<file path="config.mk">
export PLATFORM = sky130hd
export DESIGN_NAME = plp_cfg_regs_flat
export DESIGN_NICKNAME = d
export VERILOG_FILES = /design/src/rtl/core/plp_pkg.sv /design/src/rtl/core/plp_if.sv /design/src/rtl/core/plp_cfg_regs.sv /design/src/flat_wrapper.sv
export SDC_FILE = /design/constraint.sdc
export NUM_CORES = 1
export LEC_CHECK = 0
export BUFFER_PORTS_ARGS = -buffer_cell sky130_fd_sc_hd__buf_2
export CORE_AREA = 5 5 152 154
export CTS_CLUSTER_SIZE = 25
export DETAILED_ROUTE_END_ITERATION = 16
export DIE_AREA = 0 0 157 159
export PLACE_DENSITY = 0.54
export SLEW_MARGIN = 20
export SYNTH_ARGS = -nofsm -noshare
export SYNTH_HDL_FRONTEND = slang
export SYNTH_SLANG_ARGS = --single-unit
</file>
<file path="constraint.sdc">
create_clock -name clk -period 1.45 [get_ports clk]
set_input_delay 0.29 -clock clk [delete_from_list [all_inputs] [get_ports clk]]
set_output_delay 0.29 -clock clk [all_outputs]
set_load 0.05 [all_outputs]
</file>
<file path="src/rtl/core/plp_pkg.sv">
// ----------------------------------------------------------------------------
// plp_pkg
// Shared types, constants and saturating fixed-point helpers for the
// leapfrog particle push pipeline.
// ----------------------------------------------------------------------------
package plp_pkg;

	localparam int QW        = 32;           // signed Q16.16 word
	localparam int FracBits  = 16;
	localparam int ProdW     = 2 * QW;       // full product / extended sum
	localparam int BoxW      = 31;
	localparam int TsW       = 31;
	localparam int DrawW     = 16;
	localparam int ModeW     = 2;
	localparam int CfgIdxW   = 3;
	localparam int CfgDataW  = 32;
	localparam int Axes      = 3;

	// remainder bits resolved per divider stage
	localparam int DivBitsPerStage = 2;

	localparam logic [BoxW-1:0] BoxReset      = BoxW'(65536);
	localparam logic [TsW-1:0]  TimeStepReset = TsW'(65536);

	typedef logic signed [QW-1:0] q_t;

	typedef enum logic [CfgIdxW-1:0] {
		RegHalfAccel  = 3'd0,
		RegTimeStep   = 3'd1,
		RegBoxX       = 3'd2,
		RegBoxY       = 3'd3,
		RegBoxZ       = 3'd4,
		RegBoundMode  = 3'd5,
		RegScatterThr = 3'd6
	} cfg_reg_t;

	typedef enum logic [ModeW-1:0] {
		BoundFree     = 2'd0,
		BoundPeriodic = 2'd1,
		BoundNone     = 2'd2
	} bound_mode_t;

	typedef enum logic [1:0] {
		OutKept    = 2'd0,
		OutRemoved = 2'd1,
		OutEmpty   = 2'd2
	} outcome_t;

	typedef struct packed {
		q_t                      half_accel;
		logic [TsW-1:0]          time_step;
		logic [Axes-1:0][BoxW-1:0] box;
		bound_mode_t             mode;
		logic [DrawW-1:0]        scatter_thr;
	} cfg_t;

	typedef struct packed {
		logic [Axes-1:0][QW-1:0] pos;
		logic [Axes-1:0][QW-1:0] vel;
		logic                    empty;
		logic [DrawW-1:0]        draw;
	} item_t;

	typedef struct packed {
		logic [Axes-1:0][QW-1:0] pos;
		logic [Axes-1:0][QW-1:0] vel;
		outcome_t                outcome;
		logic                    scatter;
		logic                    wrap;
	} res_t;

	// clamp a wide signed value into the q range
	function automatic q_t sat_q(input logic signed [ProdW-1:0] v);
		logic hi_same;
		hi_same = (v[ProdW-1:QW-1] == '0) || (v[ProdW-1:QW-1] == '1);
		if (hi_same) begin
			return v[QW-1:0];
		end else if (v[ProdW-1]) begin
			return {1'b1, {(QW-1){1'b0}}};
		end else begin
			return {1'b0, {(QW-1){1'b1}}};
		end
	endfunction

	function automatic q_t q_add(input q_t a, input q_t b);
		logic signed [ProdW-1:0] s;
		s = ProdW'(a) + ProdW'(b);
		return sat_q(s);
	endfunction

	// floor shift of a raw product back to Q16.16, saturated
	function automatic q_t q_scale(input logic signed [ProdW-1:0] p);
		return sat_q(p >>> FracBits);
	endfunction

endpackage

</file>
<file path="src/rtl/core/plp_if.sv">


interface plp_cfg_if import plp_pkg::*; ();
	logic                valid;
	logic                ready;
	logic [CfgIdxW-1:0]  index;
	logic [CfgDataW-1:0] data;

	modport source (output valid, index, data, input ready);
	modport sink (input valid, index, data, output ready);
endinterface

</file>
<file path="src/rtl/core/plp_cfg_regs.sv">
// ----------------------------------------------------------------------------
// plp_cfg_regs
// Register file for the push parameters, written through the config channel.
// ----------------------------------------------------------------------------
module plp_cfg_regs import plp_pkg::*; (
	input  logic clk,
	input  logic arst_n,
	plp_cfg_if.sink cfg,
	output cfg_t    regs
);

	cfg_t regs_q;

	assign cfg.ready = 1'b1;
	assign regs      = regs_q;

	always_ff @(posedge clk or negedge arst_n) begin
		if (!arst_n) begin
			regs_q.half_accel  <= '0;
			regs_q.time_step   <= TimeStepReset;
			regs_q.box         <= {Axes{BoxReset}};
			regs_q.mode        <= BoundFree;
			regs_q.scatter_thr <= '0;
		end else if (cfg.valid) begin
			case (cfg_reg_t'(cfg.index))
				RegHalfAccel:  regs_q.half_accel  <= cfg.data;
				RegTimeStep:   regs_q.time_step   <= cfg.data[TsW-1:0];
				RegBoxX:       regs_q.box[0]      <= cfg.data[BoxW-1:0];
				RegBoxY:       regs_q.box[1]      <= cfg.data[BoxW-1:0];
				RegBoxZ:       regs_q.box[2]      <= cfg.data[BoxW-1:0];
				RegBoundMode:  regs_q.mode        <= bound_mode_t'(cfg.data[ModeW-1:0]);
				RegScatterThr: regs_q.scatter_thr <= cfg.data[DrawW-1:0];
				default: ;
			endcase
		end
	end

endmodule

</file>
<file path="src/flat_wrapper.sv">
// flat-port wrapper written by rule: the top's interface ports become plain ports
module plp_cfg_regs_flat import plp_pkg::*;
  (clk, arst_n, regs, cfg_valid, cfg_index, cfg_data, cfg_ready);
  plp_cfg_if cfg_i ();
  input  logic clk;
  input  logic arst_n;
  output cfg_t regs;
  input wire logic [$bits(cfg_i.valid)-1:0] cfg_valid;
  input wire logic [$bits(cfg_i.index)-1:0] cfg_index;
  input wire logic [$bits(cfg_i.data)-1:0] cfg_data;
  output wire logic [$bits(cfg_i.ready)-1:0] cfg_ready;
  assign cfg_i.valid = cfg_valid;
  assign cfg_i.index = cfg_index;
  assign cfg_i.data = cfg_data;
  assign cfg_ready = cfg_i.ready;
  plp_cfg_regs u_core (.clk(clk), .arst_n(arst_n), .cfg(cfg_i), .regs(regs));
endmodule
</file>
==> summary.md <==
| Metric | Value |
|---|---|
| Tmin final | `1.41 ns` |
| WP buf/inv | `1` |
| Largest net degree at the start of global routing | `47` |
| Hold Crit Class | `input port to flop` |
| Mapped Cells | `375` |
| Yosys top cell area share | `64.9%` |
| Synth area leaders | `dfrtp_1, mux2_2, mux2_1` |
| Final WL | `17.3 mm` |
| Vias per cell | `4.53` |
| CTS Buf Count | `17` |
| H-tree levels | `4` |
| Max-Cap Viols | `0` |
| EDFF count, synth | `0` |
| Clock-pin slew on the worst setup and hold paths | `0.07 ns` |
| CTS Sinks | `174` |
| RR Startpoint | `u_core.regs[153]` |
| Worst Hold Path EP | `u_core.regs[173]` |
| Final net count | `649` |
| Pins Over Slew Limit | `0` |
| Fill cells | `2,008` |
| Initial antenna violation count | `0` |
| Synth Cell Area | `6560 µm²` |
| Fraction of registers with async set or reset after synthesis | `100%` |
| Pwr/cell area | `2030 nW/µm²` |
| Worst endpoint required time | `1.16 ns` |
| Sequential area share after synthesis | `66.5%` |
| Final Non-Filler Cells | `904` |
| Sequential cell area | `4360 µm²` |
| Fin area | `8720 µm²` |
| Hold Slack | `0.113 ns` |
| Critical Path Sink Type | `output port` |
| Setup_tns | `0 ns` |
| Die Area | `25,000 µm²` |
| Placer's final routability congestion estimate | `0.769` |
| DRC | `0` |
| Most frequent cells after synthesis | `dfrtp_1, mux2_2, mux2_1` |
| Setup violators final | `0` |
| Most used DFF post-synth | `dfrtp_1` |
| DRC marker count from the first detailed-route iteration | `155` |
| Cell count of the worst reg-to-reg path | `1` |
| Tot Pwr | `17.7 mW` |
| Setup Buffers After CTS | `0` |
| Worst Path Arrival | `1.12 ns` |
| Cell count after placement | `871` |
| CTS tree | `yes` |
| Count leader, synth | `dfrtp_1` |
| Max VDD drop | `0.726 mV` |
| Chip width | `157 µm` |
| Critical-path cell list | `buf_6` |
| Vias in the first global route | `4,459` |
| Crit-path slowest cell | `dfstp_2` |
| # IOs | `213` |
| R2R setup slack | `0.66 ns` |
| Syn Area/Cell | `17.5 µm²` |
| Post-synthesis register bit count | `174` |
| Worst setup SP type | `flop` |
| Fin crit share | `97.3%` |
| First-pass GRT wire length | `27.0 mm` |
| Critical path's largest stage delay | `0.55 ns` |
| Reg2reg end | `u_core.regs[153]` |
| Post-DP HPWL | `12.9 mm` |
| Area of the multi-input gates | `2060 µm²` |
| GRT Util Overall | `14.0%` |
| Worst hold start | `cfg_data[31]` |
| Share of cells above drive strength 1 | `69.6%` |
| Critical path peak fanout | `2` |
| Wirelength per Cell | `19.1 µm` |
| Initial Util | `30.4%` |
| Port bufs | `211` |
| Count of unique library cells instantiated by Yosys | `12` |
| CTS Buffer Depth | `2` |
| PnR worst setup slack | `0.0393 ns` |
| Lkg Pwr | `4.14 nW` |
| CTS root buf | `clkbuf_16` |
| # rows | `54` |
| Final ANT Viol Nets | `0` |
| Pre-CTS setup slack | `-0.123 ns` |
| Clock latency on the worst-skew pair | `0.42 ns` |
| Status | `finished clean` |
| Post-placement cell area | `8080 µm²` |
| Syn_nets | `413` |
| Via count | `4,092` |
| Cell taking the most area after synthesis | `dfrtp_1` |
| Count of warnings emitted by yosys | `0` |
| Flip-flop count of the largest register after layout | `174` |
| Core ar. | `21,600 µm²` |
| Clock skew | `0 ns` |
| Area Growth Syn to Fin | `33.0%` |
| Final hold violation count | `0` |
| Family with the most delay on the worst path | `flip-flops` |
| RSZ-0062 raised after global routing | `yes` |
| WHS Path Cells | `2` |
| GR Overflow Total | `0` |
| Die Ht | `159 µm` |
| Antenna diodes | `0` |
| CP Class | `flop to output port` |
| Pre-Repair DR Iteration Count | `4` |
| F_max | `709 MHz` |
| Fin util | `40.5%` |
==> layout by cell type, fill, tap and decap left out <==
cell type,count
bufinv_16,2
mux2_1,16
nand4b_2,1
buf_12,6
clkinvlp_4,2
dfstp_2,4
nor4b_4,1
clkinv_2,4
buf_4,18
buf_2,206
dfrtp_1,170
buf_8,2
inv_6,4
clkbuf_16,17
nand4b_1,2
inv_8,2
clkbuf_8,1
mux2_2,158
dlygate4sd3_1,1
buf_6,3
conb_1,1
and4bb_2,3
==> worst max path at each step <==
| stage | start | slack, ns | end | cells after the start |
|---|---|---|---|---|
| floorplan | cfg_index[1] | -0.02 | u_core.regs[143] | 4 |
| global placement | cfg_index[0] | -0.07 | u_core.regs[79] | 5 |
| finish | u_core.regs[96] | 0.04 | regs[96] | 1 |
| CTS | u_core.regs[34] | 0.009 | regs[34] | 1 |
| detailed placement | cfg_index[0] | -0.12 | u_core.regs[153] | 4 |
| global route | u_core.regs[65] | -0.004 | regs[65] | 1 |
==> logic make-up after synthesis <==
family / Yosys count / share of synthesized area, %
other cells: 1 / 0.0572
buf+inv: 19 / 2.12
simple gates: 7 / 1.43
mux: 174 / 29.9
flops: 174 / 66.5
==> final cells by class <==
type	count	area share [%]
clock buffer	18	5.04
clock inverter	14	1.75
multi-input combinational	182	23.6
sequential	174	50.0
tap	280	4.02
timing repair buffer	236	15.6
==> power breakdown <==
part	switching, mW	internal, mW	total, mW
clock	1.99	2.62	4.61
combinational	4.93	1.63	6.56
sequential	0.564	5.94	6.51
total	7.49	10.2	17.7
==> layer usage <==
metal | up-vias | part of all wire [%] | track usage (%) | routed length (µm)
met4 | 0 | 1.1 | 4.10 | 187
li1 | 1809 | - | - | -
met1 | 2150 | 44 | 18.4 | 7540
met3 | 14 | 5.6 | 3.32 | 966
met2 | 119 | 50 | 23.1 | 8600
met5 | - | 0 | 0 | 0
==> what timing repair did <==
action                                 CTS  global route
cloned                                   0             0
hold buffers                             1             0
setup endpoints to repair                4             2
resized for setup                        8             2
endpoints found under the hold margin   24             0
(Power assumes the default switching activity.)
